===== config.mk =====
export PLATFORM = sky130hd
export DESIGN_NAME = nearest_downscale_luma
export DESIGN_NICKNAME = d
export VERILOG_FILES = /design/src/hw/rtl/ndl_pkg.sv /design/src/hw/rtl/nearest_downscale_luma.sv
export SDC_FILE = /design/constraint.sdc
export NUM_CORES = 1
export LEC_CHECK = 0
export ABC_AREA = 1
export BUFFER_PORTS_ARGS = -buffer_cell sky130_fd_sc_hd__buf_2
export CAP_MARGIN = 30
export CORE_MARGIN = 2
export CORE_UTILIZATION = 42
export CTS_BUF_LIST = sky130_fd_sc_hd__clkbuf_4 sky130_fd_sc_hd__clkbuf_8
export DETAILED_ROUTE_END_ITERATION = 8
export PLACE_DENSITY = 0.57
export SETUP_SLACK_MARGIN = 0.5
export SLEW_MARGIN = 10
export SYNTH_ARGS = -nofsm -noshare
export SYNTH_HDL_FRONTEND = slang
export SYNTH_SLANG_ARGS = --single-unit

===== constraint.sdc =====
create_clock -name clk -period 16.44 [get_ports clk]
set_input_delay 0 -clock clk [delete_from_list [all_inputs] [get_ports clk]]
set_output_delay 0 -clock clk [all_outputs]
set_load 0.005 [all_outputs]

===== src/hw/rtl/ndl_pkg.sv =====
`default_nettype none
// ----------------------------------------------------------------------------
// ndl_pkg
// Types and constants shared by the nearest-neighbour downscaler with luma.
// ----------------------------------------------------------------------------
package ndl_pkg;

  localparam int CFG_W     = 15;
  localparam int CFG_IDX_W = 3;
  localparam int CHAN_W    = 8;

  typedef enum logic [CFG_IDX_W-1:0] {
    REG_SRC_WIDTH  = 3'd0,
    REG_SRC_HEIGHT = 3'd1,
    REG_DST_WIDTH  = 3'd2,
    REG_DST_HEIGHT = 3'd3,
    REG_BLUE_FIRST = 3'd4
  } cfg_reg_t;

  localparam logic [7:0] COEF_R = 8'd77;
  localparam logic [7:0] COEF_G = 8'd150;
  localparam logic [7:0] COEF_B = 8'd29;

  typedef struct packed {
    logic [CHAN_W-1:0] chan_a;
    logic [CHAN_W-1:0] chan_b;
    logic [CHAN_W-1:0] chan_c;
  } pix_t;

  typedef struct packed {
    logic [CHAN_W-1:0] luma;
    logic              row_end;
    logic              frame_end;
  } gray_t;

endpackage
`default_nettype wire


===== src/hw/rtl/nearest_downscale_luma.sv =====
`default_nettype none
// ----------------------------------------------------------------------------
// nearest_downscale_luma
// Picks the centre-sampled nearest source pixel for each output pixel of a
// raster stream and converts it to 8-bit luma.
// A picked pixel is registered into the output buffer when it is taken.
// Throughput: one source pixel per cycle unless stalled; the picking sums and the
// luma are worked out in the accept cycle and land in a two-entry output buffer.
// Reset clears the counters, loads all sizes with 1 and restarts the frame.
// ----------------------------------------------------------------------------
module nearest_downscale_luma #(
  parameter int MAX_DIM = 16384
) (
  input  wire                                 clk,
  input  wire                                 rst,
  input  wire                                 pix_valid,
  output logic                                pix_stall,
  input  wire  ndl_pkg::pix_t                 pix_data,
  output logic                                gray_valid,
  input  wire                                 gray_stall,
  output ndl_pkg::gray_t                      gray_data,
  input  wire                                 cfg_we,
  input  wire  [ndl_pkg::CFG_IDX_W-1:0]       cfg_index,
  input  wire  [ndl_pkg::CFG_W-1:0]           cfg_data
);

  localparam int CNT_W = $clog2(MAX_DIM);
  localparam int DIM_W = $clog2(MAX_DIM + 1);
  localparam int SUM_W = $clog2((2 * MAX_DIM + 1) * MAX_DIM) + 1;
  localparam logic [ndl_pkg::CFG_W-1:0] MAX_CFG = ndl_pkg::CFG_W'(MAX_DIM);
  localparam logic [ndl_pkg::CFG_W-1:0] ONE_CFG = ndl_pkg::CFG_W'(1);

  logic [ndl_pkg::CFG_W-1:0] dst_w_raw, dst_h_raw;
  logic [DIM_W-1:0]          sw, sh, dw, dh;
  logic                      blue_first;

  logic [ndl_pkg::CFG_W-1:0] dst_w_raw_next, dst_h_raw_next;
  logic [ndl_pkg::CFG_W-1:0] sw_c, sh_c, dw_c, dh_c;
  logic [DIM_W-1:0]          sw_next, sh_next, dw_next, dh_next;
  logic                      blue_first_next;
  logic                      cfg_hit;

  logic [CNT_W-1:0] src_col, src_row, out_col, out_row;
  logic [SUM_W-1:0] col_tsum, col_esum, row_tsum, row_esum;

  logic [SUM_W-1:0] sw2, sh2, dw2, dh2;
  logic             col_hit, row_hit, col_last, row_last, pick, accept;
  logic [7:0]       red, grn, blu;
  logic [15:0]      luma_sum;
  ndl_pkg::gray_t   res_new;

  logic             skid_valid;
  ndl_pkg::gray_t   skid_data;
  logic             out_free;

  // Configuration: clamp the sizes as they are written.
  always_comb begin
    cfg_hit         = 1'b0;
    sw_c            = ndl_pkg::CFG_W'(sw);
    sh_c            = ndl_pkg::CFG_W'(sh);
    dst_w_raw_next  = dst_w_raw;
    dst_h_raw_next  = dst_h_raw;
    blue_first_next = blue_first;
    if (cfg_we) begin
      case (cfg_index)
        ndl_pkg::REG_SRC_WIDTH: begin
          cfg_hit = 1'b1;
          sw_c    = cfg_data;
        end
        ndl_pkg::REG_SRC_HEIGHT: begin
          cfg_hit = 1'b1;
          sh_c    = cfg_data;
        end
        ndl_pkg::REG_DST_WIDTH: begin
          cfg_hit        = 1'b1;
          dst_w_raw_next = cfg_data;
        end
        ndl_pkg::REG_DST_HEIGHT: begin
          cfg_hit        = 1'b1;
          dst_h_raw_next = cfg_data;
        end
        ndl_pkg::REG_BLUE_FIRST: begin
          cfg_hit         = 1'b1;
          blue_first_next = cfg_data[0];
        end
        default: cfg_hit = 1'b0;
      endcase
    end
    if (sw_c == '0) begin
      sw_c = ONE_CFG;
    end else if (sw_c > MAX_CFG) begin
      sw_c = MAX_CFG;
    end
    if (sh_c == '0) begin
      sh_c = ONE_CFG;
    end else if (sh_c > MAX_CFG) begin
      sh_c = MAX_CFG;
    end
    dw_c = dst_w_raw_next;
    if (dw_c == '0) begin
      dw_c = ONE_CFG;
    end else if (dw_c > sw_c) begin
      dw_c = sw_c;
    end
    dh_c = dst_h_raw_next;
    if (dh_c == '0) begin
      dh_c = ONE_CFG;
    end else if (dh_c > sh_c) begin
      dh_c = sh_c;
    end
    sw_next = DIM_W'(sw_c);
    sh_next = DIM_W'(sh_c);
    dw_next = DIM_W'(dw_c);
    dh_next = DIM_W'(dh_c);
  end

  // Picking and luma for the pixel at the input.
  always_comb begin
    sw2      = SUM_W'({sw, 1'b0});
    sh2      = SUM_W'({sh, 1'b0});
    dw2      = SUM_W'({dw, 1'b0});
    dh2      = SUM_W'({dh, 1'b0});
    col_hit  = col_tsum < (col_esum + dw2);
    row_hit  = row_tsum < (row_esum + dh2);
    col_last = DIM_W'(src_col) >= (sw - DIM_W'(1));
    row_last = DIM_W'(src_row) >= (sh - DIM_W'(1));
    accept   = pix_valid && !pix_stall;
    pick     = accept && col_hit && row_hit;
    red      = blue_first ? pix_data.chan_c : pix_data.chan_a;
    grn      = pix_data.chan_b;
    blu      = blue_first ? pix_data.chan_a : pix_data.chan_c;
    luma_sum = 16'(red) * 16'(ndl_pkg::COEF_R) + 16'(grn) * 16'(ndl_pkg::COEF_G)
             + 16'(blu) * 16'(ndl_pkg::COEF_B);
    res_new.luma      = luma_sum[15:8];
    res_new.row_end   = out_col == CNT_W'(dw - DIM_W'(1));
    res_new.frame_end = res_new.row_end && (out_row == CNT_W'(dh - DIM_W'(1)));
  end

  always_ff @(posedge clk) begin
    if (rst) begin
      dst_w_raw  <= ONE_CFG;
      dst_h_raw  <= ONE_CFG;
      sw         <= DIM_W'(1);
      sh         <= DIM_W'(1);
      dw         <= DIM_W'(1);
      dh         <= DIM_W'(1);
      blue_first <= 1'b0;
      src_col    <= '0;
      src_row    <= '0;
      out_col    <= '0;
      out_row    <= '0;
      col_tsum   <= SUM_W'(1);
      col_esum   <= '0;
      row_tsum   <= SUM_W'(1);
      row_esum   <= '0;
    end else if (cfg_hit) begin
      dst_w_raw  <= dst_w_raw_next;
      dst_h_raw  <= dst_h_raw_next;
      sw         <= sw_next;
      sh         <= sh_next;
      dw         <= dw_next;
      dh         <= dh_next;
      blue_first <= blue_first_next;
      src_col    <= '0;
      src_row    <= '0;
      out_col    <= '0;
      out_row    <= '0;
      col_tsum   <= SUM_W'(sw_next);
      col_esum   <= '0;
      row_tsum   <= SUM_W'(sh_next);
      row_esum   <= '0;
    end else if (accept) begin
      if (col_last) begin
        src_col  <= '0;
        out_col  <= '0;
        col_tsum <= SUM_W'(sw);
        col_esum <= '0;
        if (row_last) begin
          src_row  <= '0;
          out_row  <= '0;
          row_tsum <= SUM_W'(sh);
          row_esum <= '0;
        end else begin
          src_row  <= src_row + CNT_W'(1);
          row_esum <= row_esum + dh2;
          if (row_hit) begin
            out_row  <= out_row + CNT_W'(1);
            row_tsum <= row_tsum + sh2;
          end
        end
      end else begin
        src_col  <= src_col + CNT_W'(1);
        col_esum <= col_esum + dw2;
        if (col_hit) begin
          out_col  <= out_col + CNT_W'(1);
          col_tsum <= col_tsum + sw2;
        end
      end
    end
  end

  // Two-entry output buffer: the input is held only when both entries are full.
  assign pix_stall = skid_valid;
  assign out_free  = !gray_valid || !gray_stall;

  always_ff @(posedge clk) begin
    if (rst) begin
      gray_valid <= 1'b0;
      skid_valid <= 1'b0;
    end else if (out_free) begin
      if (skid_valid) begin
        gray_valid <= 1'b1;
        skid_valid <= 1'b0;
      end else begin
        gray_valid <= pick;
      end
    end else if (pick) begin
      skid_valid <= 1'b1;
    end
  end

  always_ff @(posedge clk) begin
    if (out_free) begin
      gray_data <= skid_valid ? skid_data : res_new;
    end else if (pick) begin
      skid_data <= res_new;
    end
  end

  a_skid_needs_out: assert property (@(posedge clk) disable iff (rst)
    skid_valid |-> gray_valid)
    else $error("second buffer entry holds an item while the output is empty");

  a_frame_end_row_end: assert property (@(posedge clk) disable iff (rst)
    gray_valid |-> (!gray_data.frame_end || gray_data.row_end))
    else $error("frame end flagged on a pixel that does not end a row");

  a_src_col_bound: assert property (@(posedge clk) disable iff (rst)
    DIM_W'(src_col) < sw)
    else $error("source column ran past the source width");

  a_out_col_bound: assert property (@(posedge clk) disable iff (rst)
    (dw != DIM_W'(MAX_DIM)) |-> (DIM_W'(out_col) <= dw))
    else $error("more columns picked than the output width");

endmodule
`default_nettype wire

==> flow_summary.yaml <==
outcome:
  status: "finished, final reports clean"
global_routing:
  grtUsageTotal: 0.247
  grt_first_pass_wirelength_um: 125000
  antenna_found_initial: 1
  grt_max_degree: 85
  grt_overflow_total: 0
  grt_pass1_vias: 23000
cts:
  clk_path_buf_depth: 3
  tritoncts: "yes"
  cts_resized: 0
  root_buffer: "clkbuf_8"
  cts.sinks: 289
  cts.clk_slew.worst_paths_ns: 0.06
  cts_setup_buffers: 0
  cts_buffers: 58
  htreeDepth: 2
  insertion_delay_ns: 0.69
final_layout:
  final_core_util: 0.464
  drive_gt1_frac: 0.0571
  area_growth_pct: 9.55
  final_area_um2: 27900
  final_nets: 4272
  fin_cells: 4721
synth:
  synth_top_area_cell: "dfxtp_1"
  yosysWarningCount: 0
  ys.flop_type: "dfxtp_1"
  postSynthCellCount: 3846
  synth_top_area_frac: 0.212
  synth_edf_count: 20
  ys_seq_elements: 289
  yosysSeqAreaShare: 0.235
  postSynthAreaPerCell_um2: 6.62
  async_flop_share: 0
  yosysUniqueCellTypes: 48
  synth_area_leaders: "dfxtp_1 21%, nand2_1 15%, ha_1 13%, inv_1 7.3%, nor2_1 5.5%"
  postSynthNetCount: 4222
  netlist_area_um2: 25500
setup_path:
  max_stage_delay_ns: 0.77
  crit_required_ns: 16.83
  path_common_cell: "fa_1"
  cpMaxStageDelayCell: "dfxtp_1"
  cp_max_fo: 27
  cp-end-kind: "register"
  worstPathCellList: "inv_1, o21ai_0, fa_1, fa_1, fa_1, inv_1, fa_1, fa_1, inv_1, ha_1, a21oi_1, o21a_1, nand2_1, a21boi_0, o21ai_0, xor2_1, nand2_1, nand2_1"
  cp-start-kind: "register"
  path_class: "reg -> reg"
  cpLargestDelayFamily: "adder cells"
  worst_ep_arrival_time_ns: 6.62
  crit_buf_inv: 3
pwr:
  ir_drop_mv: 0.140
  cellLeakagePower_nw: 13.4
  power.density_nw_per_um2: 136
detailed_routing:
  dr.pass1.iters: 6
  wl_met2_um: 33100
  top_layer_used: "met4"
  wl_met3_um: 4370
  drt_iter0_markers: 1839
  ant_nets: 0
  drcViolationCount: 0
  vias: 24400
  routed_wl_um: 77400
  vias_per_cell: 5.17
  m1WireLength_um: 38300
  wire_per_inst_um: 16.4
place:
  post-place-cells: 4595
  portBuffers: 58
  hpwl_um: 60000
  pre_cts_ws_ns: 10.20
  gp_congestion: 0.920
  dpl_cell_area_um2: 26300
floorplanning:
  die_height_um: 250
  initial_core_util: 0.423
  coreArea_um2: 60100
  dieWidth_um: 250
  io-pin-count: 59
  fp.dieArea_um2: 62600
  rows: 90
sta:
  tightest_slew_ns: 0.920
  fin_ws_ns: 10.21
  finalSetupViolations: 0
  slew_headroom: 0.385
  finalSetupTns_ns: 0
  fin_skew_ns: 0.0655
  timing.fmax_mhz: 161
  final-hold-violation-count: 0
  period_needed_ns: 6.23
  grt_setup_unrepaired: "false"
  min_period_over_period: 0.379
  drv_slew: 0
job:
  maxCapViolCount: 0
worst_hold_path:
  hold_path.class: "in -> reg"
-- power by group --
| group | leakage [nW] | internal (W) | switching [W] |
|---|---|---|---|
| registers | 2.38 | 0.000883 | 0.0000654 |
| clock network | 0.677 | 0.000474 | 0.000352 |
| logic | 10.3 | 0.000765 | 0.00126 |
-- logic make-up after synthesis --
logic type,count (synthesis),synth area share
AO/OA/AOI/OAI,565,0.121
AND/OR/NAND/NOR,1889,0.313
buffers and inverters,603,0.0938
adder cells (fa/ha/maj),329,0.179
XOR/XNOR,171,0.0588
flip-flops,289,0.235
-- final timing paths --
kind | start | end | slack, ns | cells past startpoint
hold / removal | gray_stall | pix_stall$_SDFFE_PP0P_ | 0.05 | 3
setup reg to reg | blue_first$_SDFFE_PP0P_ | gray_data[8]$_DFFE_PP_ | 10.21 | 18
setup / recovery | blue_first$_SDFFE_PP0P_ | gray_data[8]$_DFFE_PP_ | 10.21 | 18
hold reg to reg | row_esum[8]$_SDFFE_PP0P_ | row_esum[8]$_SDFFE_PP0P_ | 0.46 | 2
-- synth_stat cells (4+ instances only) --
| cell | instances |
|---|---|
| nor4_1 | 17 |
| buf_4 | 11 |
| nor2_2 | 9 |
| or2_2 | 18 |
| nand3b_1 | 19 |
| buf_6 | 7 |
| a21oi_1 | 259 |
| a31oi_1 | 7 |
| edfxtp_1 | 20 |
| o211ai_1 | 20 |
| nand4_1 | 73 |
| ha_1 | 270 |
| nor3b_1 | 8 |
| o22ai_1 | 29 |
| inv_2 | 4 |
| nor2_1 | 375 |
| nand2_1 | 1032 |
| a21boi_0 | 4 |
| buf_2 | 24 |
| nor3_1 | 68 |
| nand2_2 | 9 |
| and3_1 | 4 |
| o21a_1 | 20 |
| xor2_1 | 132 |
| o21ai_1 | 25 |
| buf_1 | 4 |
| and2_1 | 6 |
| o21bai_1 | 9 |
| fa_1 | 59 |
| clkbuf_1 | 59 |
| xnor2_1 | 39 |
| dfxtp_1 | 269 |
| inv_1 | 493 |
| a21o_1 | 17 |
| nand3_1 | 244 |
| o21ai_0 | 171 |
-- worst reg2reg max path, delay by kind of cell, from the launching register on --
family          cells  cell delay, ns
simple gates        3            0.20
buf+inv             3            0.35
xor+xnor            1            0.17
flops               1            0.77
compound gates      5            1.46
fa+ha+maj           6            3.03
-- sequential cells by signal, indices dropped and copies added, names as in the netlist --
name        cells
col_esum       30
row_tsum       30
row_esum       30
blue_first      1
pix_stall       1
dw             15
dst_h_raw      15
out_row        14
dst_w_raw      15
gray_valid      1
out_col        14
sh             15
col_tsum       30
sw             15
src_row        14
src_col        14
skid_data      10
gray_data      10
dh             15
-- cell usage in the layout (no fill, tap or decap), types with 132 or more instances in the layout --
cell type / instances
o21ai_0: 170
nand3_1: 244
nor2_1: 374
ha_1: 270
nand2_1: 1032
inv_1: 493
a21oi_1: 259
dfxtp_1: 269
xor2_1: 132
-- final cells by class --
cell class                      count  area [um2]
Fill cell                        6331       32200
Timing Repair Buffer               95         683
Clock inverter                      9         114
Tap cell                          782         978
Sequential cell                   289        5990
Clock buffer                       93        1150
Multi-Input combinational cell   2954       17100
Inverter                          498        1870
Antenna cell                        1        2.50
-- per-layer routing --
metal / track usage / vias up
li1: - / 12600
met1: 0.363 / 11100
met5: 0 / -
met3: 0.0343 / 108
met4: 0.0563 / 0
met2: 0.381 / 568
-- timing repair --
action	in CTS	in global routing
endpoints found under the setup margin	0	0
hold buffers	19	0
endpoints found under the hold margin	109	0
-- through the flow --
| step | total power [W] | hold WS, ns |
|---|---|---|
| 2_1_floorplan | 0.00251 | 0.124 |
| 3_5_place_dp | 0.00297 | 0.407 |
| 5_1_grt | 0.00419 | 0.0432 |
| 6_report | 0.00380 | 0.0538 |
| 4_1_cts | 0.00384 | 0.000250 |
| 3_3_place_gp | 0.00297 | 0.410 |
(Power assumes the default switching activity.)
